==> src/hdl/nmea_pkg.sv <==
package nmea_pkg;

   localparam int NMEA_LINE_BYTES = 128;

   localparam logic [7:0] CHAR_DOLLAR = 8'h24;
   localparam logic [7:0] CHAR_STAR   = 8'h2A;
   localparam logic [7:0] CHAR_LF     = 8'h0A;
   localparam logic [7:0] CHAR_CR     = 8'h0D;

   localparam logic [39:0] GGA_TAG = "GPGGA";
   localparam logic [39:0] RMC_TAG = "GPRMC";

   localparam logic [6:0] MAX_LENGTH_RESET = 7'd127;

   localparam logic [2:0] STATUS_GGA    = 3'd0;
   localparam logic [2:0] STATUS_RMC    = 3'd1;
   localparam logic [2:0] STATUS_OTHER  = 3'd2;
   localparam logic [2:0] STATUS_CKERR  = 3'd3;
   localparam logic [2:0] STATUS_LONG   = 3'd4;

   typedef enum logic [2:0] {
      PH_HUNT,
      PH_BODY,
      PH_HEX,
      PH_TAIL_OK,
      PH_TAIL_BAD
   } phase_type;

   typedef struct packed {
      phase_type   phase;
      logic [7:0]  running_xor;
      logic [7:0]  hex_value;
      logic        hex_seen;
      logic [6:0]  char_count;
      logic [1:0]  type_match;   // bit 0 GGA, bit 1 RMC
      logic [31:0] good_total;
      logic [31:0] bad_total;
   } parse_state_type;

   typedef struct packed {
      logic        valid;
      logic [2:0]  status;
      logic [6:0]  length;
      logic [7:0]  computed_sum;
      logic [7:0]  received_sum;
      logic [31:0] accepted_count;
      logic [31:0] error_count;
   } parse_result_type;

   // tag character at sentence position 1..5
   function automatic logic [7:0] tag_char(logic [39:0] tag, logic [2:0] pos);
      logic [7:0] c;
      case (pos)
         3'd1:    c = tag[39:32];
         3'd2:    c = tag[31:24];
         3'd3:    c = tag[23:16];
         3'd4:    c = tag[15:8];
         3'd5:    c = tag[7:0];
         default: c = 8'h00;
      endcase
      return c;
   endfunction

   // {valid, digit}
   function automatic logic [4:0] hex_decode(logic [7:0] b);
      logic [4:0] r;
      if (b inside {[8'h30:8'h39]}) begin
         r = {1'b1, 4'(b - 8'h30)};
      end else if (b inside {[8'h61:8'h66]}) begin
         r = {1'b1, 4'(b - 8'h57)};
      end else if (b inside {[8'h41:8'h46]}) begin
         r = {1'b1, 4'(b - 8'h37)};
      end else begin
         r = 5'd0;
      end
      return r;
   endfunction

endpackage

==> src/hdl/nmea_parse.sv <==
module nmea_parse
   import nmea_pkg::*;
(
   input  logic [7:0]       rx_byte,
   input  logic [6:0]       limit,
   input  parse_state_type  cur,
   output parse_state_type  nxt,
   output parse_result_type res
);

   logic [2:0] pos3;
   logic [4:0] hex;
   logic       ok;
   logic       stored;

   always_comb begin
      nxt    = cur;
      res    = '0;
      ok     = 1'b0;
      stored = 1'b0;
      pos3   = 3'd0;
      hex    = hex_decode(rx_byte);

      if (cur.phase == PH_HUNT) begin
         if (rx_byte == CHAR_DOLLAR) begin
            nxt.phase       = PH_BODY;
            nxt.running_xor = 8'h00;
            nxt.hex_value   = 8'h00;
            nxt.hex_seen    = 1'b0;
            nxt.type_match  = 2'b11;
            nxt.char_count  = (limit >= 7'd1) ? 7'd1 : 7'd0;
         end
      end else begin
         stored = cur.char_count < limit;
         if (stored) begin
            nxt.char_count = cur.char_count + 7'd1;
            if (rx_byte != CHAR_LF) begin
               // type tag sits at positions 1..5
               if (cur.char_count >= 7'd1 && cur.char_count <= 7'd5) begin
                  pos3 = cur.char_count[2:0];
                  if (rx_byte != tag_char(GGA_TAG, pos3)) nxt.type_match[0] = 1'b0;
                  if (rx_byte != tag_char(RMC_TAG, pos3)) nxt.type_match[1] = 1'b0;
               end
               case (cur.phase)
                  PH_BODY: begin
                     if (rx_byte == CHAR_STAR) nxt.phase = PH_HEX;
                     else nxt.running_xor = cur.running_xor ^ rx_byte;
                  end
                  PH_HEX: begin
                     if (hex[4]) begin
                        nxt.hex_value = {cur.hex_value[3:0], hex[3:0]};
                        nxt.hex_seen  = 1'b1;
                     end else if ((rx_byte == CHAR_CR) && cur.hex_seen) begin
                        nxt.phase = PH_TAIL_OK;
                     end else begin
                        nxt.phase = PH_TAIL_BAD;
                     end
                  end
                  default: ;
               endcase
            end
         end

         if (rx_byte == CHAR_LF) begin
            if (nxt.phase == PH_TAIL_OK || (nxt.phase == PH_HEX && nxt.hex_seen))
               ok = (nxt.running_xor == nxt.hex_value);
            res.valid = 1'b1;
            if (ok) begin
               nxt.good_total = cur.good_total + 32'd1;
               if (nxt.type_match[0])      res.status = STATUS_GGA;
               else if (nxt.type_match[1]) res.status = STATUS_RMC;
               else                        res.status = STATUS_OTHER;
            end else begin
               nxt.bad_total = cur.bad_total + 32'd1;
               res.status    = STATUS_CKERR;
            end
            nxt.phase = PH_HUNT;
         end else if (nxt.char_count >= limit) begin
            // drop overlong sentence, resume hunting
            res.valid  = 1'b1;
            res.status = STATUS_LONG;
            nxt.phase  = PH_HUNT;
         end
      end

      res.length         = nxt.char_count;
      res.computed_sum   = nxt.running_xor;
      res.received_sum   = nxt.hex_value;
      res.accepted_count = nxt.good_total;
      res.error_count    = nxt.bad_total;
   end

endmodule
==> config.mk <==
export PLATFORM = sky130hd
export DESIGN_NAME = nmea_parse
export DESIGN_NICKNAME = d
export VERILOG_FILES = /design/src/hdl/nmea_pkg.sv /design/src/hdl/nmea_parse.sv
export SDC_FILE = /design/constraint.sdc
export NUM_CORES = 1
export LEC_CHECK = 0
export CORE_AREA = 2 2 115 117
export DETAILED_ROUTE_END_ITERATION = 8
export DIE_AREA = 0 0 117 119
export DONT_BUFFER_PORTS = 1
export SLEW_MARGIN = 5
export SYNTH_ARGS = -nofsm -noshare
export SYNTH_HDL_FRONTEND = slang
export SYNTH_SLANG_ARGS = --single-unit
==> constraint.sdc <==
create_clock -name vclk -period 3.3
set_input_delay 0.165 -clock vclk [all_inputs]
set_output_delay 0.165 -clock vclk [all_outputs]
set_load 0.02 [all_outputs]
==> impl_metrics.csv <==
group,metric,value,unit
run_status,status,"finished with violations",
run_status,violations,"negative setup slack",
worst_setup_path,crit_slowest_cell,"or4_4",
place,gp_congestion,0.884,
place,post-place-ws,-0.469,ns
route,dr.pass1.iters,4,
sta,worst_pin_slew,1.28,ns
global_route,antenna_found_initial,0,
worst_setup_path,crit_family,"compound AO/OA/AOI/OAI gates",
floorplan,rows,42,
worst_setup_path,critical_path.cell_chain,"ha_4, a211o_1, o211ai_1, buf_4, o311ai_4, buf_6, o311a_1, a221oi_2, mux2i_1, or4_4, buf_6, o21ai_4, buf_12, buf_16, nor3_2, xor2_2, buf_6",
sta,clock.fmax,0.276,GHz
synthesis,yosysSeqAreaShare,0,%
global_route,met2_usage,42.4,%
global_route,grt_pass1_wl,24700,um
sta,rsz0062_at_grt,"yes",
floorplan,io_pins,292,
floorplan,start_util,30.3,%
route,final_antenna_net_count,0,
synthesis,yosys_warnings,0,
route,routed_via_density,5.44,
synthesis,synth_nets,717,
synthesis,ys_types,66,
power,leakage,0.00278,uW
sta,slew_violations,0,
synthesis,synth_area_per_cell,6.69,sq um
power,ir_drop,0.000128,V
floorplan,die_w,117,um
worst_setup_path,cp_num_buf_inv,6,
sta,hold_violations,0,
route,drtIter0Drc,194,
final_layout,seqCellArea,0,sq um
sta,final-setup-viol-count,135,
flow_run,cap_violations,0,
hold_path,hold-path-cell-count,1,
worst_setup_path,worstSetupPathType,"in -> out",
route,routed_wl,16400,um
final_layout,layout_common_cells,"128 x buf_4, 56 x nand2_1, 34 x xor2_2, 32 x buf_6, 26 x nand3_1",
final_layout,nNetsFinal,793,
hold_path,hp-class,"in -> out",
sta,setup_slack,-0.322,ns
final_layout,diodes,0,
place,placedCellCount,824,
worst_setup_path,crit_fanout,8,
floorplan,die_area,13900,sq um
global_route,grt_use_met1,23.2,%
synthesis,syn_area,3910,sq um
final_layout,finalNonFillerCells,834,
global_route,grt-busiest-layer,"met2",
worst_setup_path,cp-end-kind,"output port",
final_layout,n_clock_buffer,0,
global_route,grt_overflow,0,
synthesis,syn_inst,584,
final_layout,final_common_cell,"buf_4",
global_route,grt_usage,21.9,%
route,vias,4534,
worst_setup_path,critPathMostFrequentCell,"buf_6",
route,drc_errors,0,
hold_path,worstHoldStart,"cur[0]",
global_route,grt_pass1_vias,4757,
sta,period_needed,3.62,ns
worst_setup_path,arrival,3.46,ns
global_route,met3_usage,5.24,%
final_layout,areaGrowthSynthToFinish,59.0,%
worst_setup_path,crit_path_max_incr_delay,0.44,ns
final_layout,design.seq.count,0,
global_route,grt_max_degree,22,
final_layout,drive_above_1_share,47.9,%
cts,cts_hold_buf,0,
power,powerDensity,127,nW/um^2
sta,period_share,110,%
floorplan,coreArea,12900,sq um
place,port-buffer-count,0,
power,p_total,789,uW
place,hpwl,13200,um
floorplan,die_y,119,um
worst_setup_path,crit_start,"cur[70]",
route,wl_per_cell,19.7,um
sta,max_slew_margin,13.7,%
worst_setup_path,required,3.13,ns
worst_setup_path,start_kind,"input pin",
worst_setup_path,cp.depth,17,
==> final cells by class <==
cell class / instances / area (sq um)
fill: 1216 / 6670
multi-input combinational: 452 / 4120
timing repair buffer: 182 / 1770
tap: 176 / 220
inverter: 24 / 104
==> report_power, final <==
group	leakage (uW)	total [uW]	switching (uW)	internal, uW
Combinational	0.00278	789	445	344
Sequential	0	0	0	0
Clock	0	0	0	0
Total	0.00278	789	445	344
==> per-layer routing <==
metal,vias to the layer above,wire [um]
met5,-,0
li1,2113,-
met1,2190,5470
met3,32,1500
met4,0,437
met2,199,9000
==> kinds of logic after synthesis <==
group	Yosys count	synth area share, %
AND/OR/NAND/NOR	240	32.9
buffers and inverters	132	21.5
AO/OA/AOI/OAI	96	16.8
XOR/XNOR	83	18.6
adder cells (fa/ha/maj)	25	8.01
multiplexers	8	2.11
==> cell usage after synthesis (all sizes together) (2+ instances only) <==
cell type  instances  area share [%]
buf               98              18
nand2             57             5.5
xor2              42             9.4
xnor2             41             9.2
nor2              32             3.1
nand3             28             3.6
o21ai             28             3.6
nor3              27             3.8
ha                25             8.0
inv               23             2.2
and3              20             3.2
a21oi             17             2.2
nand4             15             2.4
nor4              15             2.6
clkbuf            10            0.96
nand2b            10             1.6
a21o               8             1.5
or3                7             1.1
mux2i              6             1.5
nor2b              5            0.80
or4                5             1.1
a22o               4            0.90
and4               4            0.90
nor4b              4             1.1
o211ai             4            0.77
o311ai             4             1.1
o31ai              4            0.77
a211o              3            0.67
a31oi              3            0.48
and2               3            0.48
a21boi             2            0.38
mux2               2            0.58
nand3b             2            0.38
nand4bb            2            0.58
o211a              2            0.51
o311a              2            0.51
==> stage by stage <==
stage	area (sq um)	setup TNS [ns]	hold slack, ns	utilization [%]
2_1_floorplan	4520	-9.00	0.424	-
3_3_place_gp	5500	-33.78	0.496	42.7
3_5_place_dp	5500	-42.96	0.494	42.7
4_1_cts	6060	-24.93	0.433	47.1
5_1_grt	6210	-45.79	0.452	48.2
6_report	6210	-25.46	0.447	48.2
==> path summary, 6_finish.rpt <==
check,slack (ns),end
worst max-delay path,-0.32,res[12]
worst min-delay path,0.45,res[0]
==> what timing repair did <==
item	in CTS	in global routing
setup endpoints to repair	135	135
cloned	3	0
pin swaps	35	22
endpoints found under the hold margin	0	0
resized for setup	86	35
buffers inserted	7	3
Power figures use the tool's default switching activity.
